==> config.mk <==
export PLATFORM = sky130hd
export DESIGN_NAME = cpls_front
export DESIGN_NICKNAME = d
export VERILOG_FILES = /design/src/rtl/core/cpls_pkg.sv /design/src/rtl/core/cpls_front.sv
export SDC_FILE = /design/constraint.sdc
export NUM_CORES = 1
export LEC_CHECK = 0
export BUFFER_PORTS_ARGS = -buffer_cell sky130_fd_sc_hd__clkbuf_2
export CAP_MARGIN = 20
export CORE_AREA = 5 5 297 299
export CTS_CLUSTER_SIZE = 30
export DETAILED_ROUTE_END_ITERATION = 16
export DIE_AREA = 0 0 302 304
export GPL_ROUTABILITY_DRIVEN = 1
export PLACE_DENSITY_LB_ADDON = 0.2
export SYNTH_ARGS = -nofsm -noshare
export SYNTH_HDL_FRONTEND = slang
export SYNTH_SLANG_ARGS = --single-unit
==> constraint.sdc <==
create_clock -name clk -period 48.1 [get_ports clk]
set_clock_uncertainty 0.2 [all_clocks]
set_input_delay 2.405 -clock clk [delete_from_list [all_inputs] [get_ports clk]]
set_output_delay 2.405 -clock clk [all_outputs]
set_load 0.05 [all_outputs]
==> src/rtl/core/cpls_pkg.sv <==
// Shared types and constants of the convex polygon line splitter.
// Used by cpls_front, cpls_back and the top level; depends on nothing else.
package cpls_pkg;

    localparam int MAX_EDGES = 16;
    localparam int MAX_RES   = MAX_EDGES + 4;
    localparam int IDX_W     = $clog2(MAX_EDGES);
    localparam int CNT_W     = $clog2(MAX_EDGES + 1);
    localparam int RES_W     = $clog2(MAX_RES + 1);

    localparam logic ACT_LOAD   = 1'b0;
    localparam logic ACT_SPLIT  = 1'b1;
    localparam logic SIDE_RIGHT = 1'b0;
    localparam logic SIDE_LEFT  = 1'b1;

    typedef logic signed [63:0] word_t;

    typedef struct packed {
        logic  action;
        word_t start_x;
        word_t start_y;
        word_t start_z;
        word_t line_a;
        word_t line_b;
        word_t line_c;
        logic  final_edge;
    } in_item_t;

    typedef struct packed {
        logic  side;
        word_t out_x;
        word_t out_y;
        word_t out_z;
        word_t out_a;
        word_t out_b;
        word_t out_c;
        logic  last;
        logic  empty_res;
    } out_item_t;

    typedef struct packed {
        word_t x;
        word_t y;
        word_t z;
        word_t a;
        word_t b;
        word_t c;
    } edge_t;

endpackage

==> src/rtl/core/cpls_front.sv <==
// Front end: takes items off the command port and queues them in order.
// Depends on cpls_pkg.
module cpls_front (
    input  logic              clk,
    input  logic              rst_n,
    input  logic              start,
    output logic              busy,
    input  cpls_pkg::in_item_t item,
    input  logic              pop,
    output logic              cmd_valid,
    output logic              cmd_split,
    output cpls_pkg::in_item_t cmd
);
    import cpls_pkg::*;

    in_item_t   q_reg [2];
    logic       wr_ptr_reg;
    logic       rd_ptr_reg;
    logic [1:0] fill_reg;
    logic       push;
    logic       take;

    assign busy      = (fill_reg == 2'd2);
    assign push      = start && !busy;
    assign cmd_valid = (fill_reg != 2'd0);
    assign take      = pop && cmd_valid;
    assign cmd       = q_reg[rd_ptr_reg];
    assign cmd_split = (q_reg[rd_ptr_reg].action == ACT_SPLIT);

    always_ff @(posedge clk)
    begin
        if (push)
        begin
            q_reg[wr_ptr_reg] <= item;
        end
    end

    always_ff @(posedge clk or negedge rst_n)
    begin
        if (!rst_n)
        begin
            wr_ptr_reg <= 1'b0;
            rd_ptr_reg <= 1'b0;
            fill_reg   <= 2'd0;
        end
        else
        begin
            if (push)
            begin
                wr_ptr_reg <= !wr_ptr_reg;
            end
            if (take)
            begin
                rd_ptr_reg <= !rd_ptr_reg;
            end
            fill_reg <= fill_reg + 2'(push) - 2'(take);
        end
    end

endmodule

# [After elaboration in Yosys (flattened, before gate mapping)]
# Memories as Yosys holds them, arrays and structs flattened.
# Cells that the tools add are included.
[totals] ff_bits=4 latchBits=0 ram_bits=772 mem_bits_ro=0 input_bits=390 out_inout_bits=389 word_cells=15 n_memories=1
[classes] n_addsub=2 multipliers=0 div_mod_pow=0 n_lt_le_gt_ge=0 n_eq_ne=1 n_shift=0 muxes=2 bitwise_logic=0 reduce_logical=6
[memory_table] memory="q_reg" depth=2 width=386 read_ports=1 rd_clocked_by_memory_dff=0 write_ports=1 line_no="cpls_front.sv:16" source="in_item_t q_reg [2];"
[op_table] operator="$logic_not A1 Y1" n=3
[op_table] operator="$add A2 B1 Y2" n=1
[op_table] operator="$eq A2 B2 Y1 const B" n=1
[op_table] operator="$logic_and A1 B1 Y1" n=2
[op_table] operator="$mux W1" n=2
[op_table] operator="$reduce_bool A2 Y1" n=1
[op_table] operator="$sub A2 B1 Y2" n=1

# [Depth between registers and ports, before layout]
[logic_depth] word_depth=5 depth_mapped=7 mapped_depth_nobuf=7

# [Worst setup path after synthesis]
# Ideal clock, no wire load.
[synth_path] kind="input to register" startpoint="input start" endpoint="memory q_reg[0][0] in the netlist's numbering, enable pin" setup_time_ns=1.142 arrival_ns=18.470 required_time_ns=46.758 path_slack_ns=28.288 path_stages=2 path_buffers=0 path_cell_list="nand2_1 nor2_1"
[synth_via] elab_chain_cells=3
[synth_lines] item="from (decl)" line_no="cpls_front.sv:6" source="input logic start,"
[synth_lines] item="$logic_and A1 B1 Y1" line_no="cpls_front.sv:24" source="assign push = start && !busy;"
[synth_lines] item="$mux W1" line_no="cpls_front.sv:32" source="if (push)"
[synth_lines] item="$mux W1 (implied by the code)" line_no="cpls_front.sv:34" source="q_reg[wr_ptr_reg] <= item;"
[synth_lines] item="to (decl)" line_no="cpls_front.sv:16"
# Every way passes these cells.

==> out/metrics.cfg <==
[die]
start_util_pct = 33.21
fp.dieH_um = 304
rows = 107
pin_count = 779
core_area_um2 = 84880
die_area_um2 = 91810
dieWidth_um = 302

[synth]
synth-warning-count = 0
ys_seq_area_share_pct = 82.59
ys_top_cells_by_area = edfxtp_1 82%, mux2_2 15%, buf_6 1.5%
synth_nets = 1612
postSynthAreaPerCell_um2 = 23.11
netlist.area_leader.share_pct = 82.24
syn_area_um2 = 28190
synth_area_leader_cell = edfxtp_1
ys_ff_latch = 776
synthCells = 1220
synth_cell_type_count = 16

[critical_path]
timing.critical_path.to_type = primary output
r2r_setup_slack_ns = 43.34
crit_start = rd_ptr_reg
critPathKind = reg2out
critPathRequiredTime_ns = 45.50
reg2reg_to = q_reg[0][236]
r2r_cells = 6
path_max_fanout = 74
crit_path_start_kind = flip-flop
r2r-start = fill_reg[1]
arrival_ns = 4.27
endpoint = cmd[330]

[final_layout]
fin_nets = 2445
stdcell_area_um2 = 35750
fillCellCount = 7710
layout_commonest_cell = clkbuf_2
finalNonFillerCells = 3274
syn2layout_area_growth_pct = 26.84
final_cell_mix = 778 x clkbuf_2, 772 x edfxtp_1, 386 x mux2_2, 83 x clkbuf_16
drive_gt1_share_pct = 61.11
largest_register_ffs = 772

[route]
antenna_left = 0
remaining_drc_errors = 0
dr.pass1.iters = 5
drtIter0Drc = 790
wirelength_um = 69720
wl_per_cell_um = 21.30
viasPerCell = 4.399
num_vias = 14400

[sta]
setup_ws_ns = 41.23
min_period_ns = 6.874
hold_slack_ns = 0.3330
tns_ns = 0
hold_viol_final = 0
relSlewSlack_pct = 18.55
tightest_slew_ns = 1.222
finalMaxSlewViolations = 0
fmaxAchievable_mhz = 145.5
setup-violations-final = 0
fin_crit_sh_pct = 14.29
grt_setup_unrepaired = false

[clock_network]
root_buffer = clkbuf_16
cts_setup_buffers = 0
cts_max_path_buffers = 3
cts_max_level = 3
cts_made_buffers = 82
cts_resized = 0
path_clk_slew_ns = 0.06
numClockSinks = 776
hold_buffers = 0
tritoncts = done
clk_latency_ns = 0.60

[pwr]
p_leak_nw = 13.33
irDropWorstVdd_mv = 0.05282
p_per_area_nw_per_um2 = 73.90

[placed_design]
portBuffers = 778
gp_congestion = 0.7876
pre_cts_ws_ns = 41.29
placed_cell_area_um2 = 33190
numPlacedInstances = 3112
hpwlAfterDp_um = 48340

[global_routing]
grt_pass1_wl_um = 99790
grt_overflow_total = 0
grt_pass1_vias = 15650
grt.total_usage_pct = 14.43
grt_max_degree = 164
antenna_found_initial = 18

[hold_path]
min_from = fill_reg[0]
hold_class = reg2reg

[outcome]
status = finished clean

[job]
cap_viol_max_count = 0

==> cell families after synthesis <==
logic type	count (synthesis)	synth area share, %
AND/OR/NAND/NOR	6	0.1154
buffers and inverters	46	1.660
flip-flops	776	82.59
adder cells (fa/ha/maj)	2	0.08876
XOR/XNOR	4	0.1243
multiplexers	386	15.42
==> layer usage <==
metal | part of all wire (%) | vias to the layer above | global-route usage (%)
li1 | - | 6595 | -
met2 | 53 | 568 | 26.18
met3 | 9.9 | 131 | 5.936
met4 | 3.2 | 14 | 5.259
met1 | 34 | 7095 | 14.87
met5 | 0.13 | - | 0
==> Yosys cell counts <==
master    number
and3_1         1
buf_6         38
xor2_1         1
nor2_1         1
or2_2          1
edfxtp_1     772
inv_1          2
dfrtp_1        4
buf_4          1
nand2b_1       1
buf_2          5
xnor2_1        3
nand2_1        1
and2_1         1
mux2_2       386
ha_1           2
==> power breakdown <==
| part | switching, W | internal, W | total (W) | leakage [nW] |
|---|---|---|---|---|
| Combinational | 0.000820 | 0.000269 | 0.00109 | 4.89 |
| Sequential | 0.0000399 | 0.000926 | 0.000966 | 7.21 |
| Clock | 0.000257 | 0.000331 | 0.000588 | 1.23 |
==> through the flow <==
step / util [%] / power, W
after floorplan: - / 0.001919
after global placement: 39.10 / 0.002077
after detailed placement: 39.10 / 0.002085
after CTS: 42.06 / 0.002684
after global routing: 42.12 / 0.002752
final: 42.12 / 0.002642
==> worst min-delay path by stage <==
| stage | cells after the start | slack (ns) | to |
|---|---|---|---|
| after global routing | 1 | 0.36 | fill_reg[0] |
| final | 1 | 0.33 | fill_reg[0] |
| after CTS | 1 | 0.34 | fill_reg[0] |
| after floorplan | 1 | 0.26 | wr_ptr_reg |
| after detailed placement | 1 | 0.32 | fill_reg[0] |
| after global placement | 1 | 0.30 | fill_reg[0] |
==> layout make-up <==
class | instances | area [um^2] | share of cell area, %
Clock buffer | 102 | 2148 | 6.009
Sequential cell | 776 | 23290 | 65.13
Antenna cell | 11 | 27.53 | 0.07699
Tap cell | 1144 | 1431 | 4.003
Clock inverter | 48 | 362.8 | 1.015
Timing Repair Buffer | 793 | 4039 | 11.30
Multi-Input combinational cell | 398 | 4452 | 12.45
Inverter | 2 | 7.507 | 0.02100
==> worst max-delay path, stage by stage (launching register included) <==
cell and delay, ns:
dfrtp_4 1.08, buf_4 0.81, buf_4 0.91, mux2_2 0.46
clkbuf_2 0.25
Note: power is estimated with default switching activity, not from simulation.
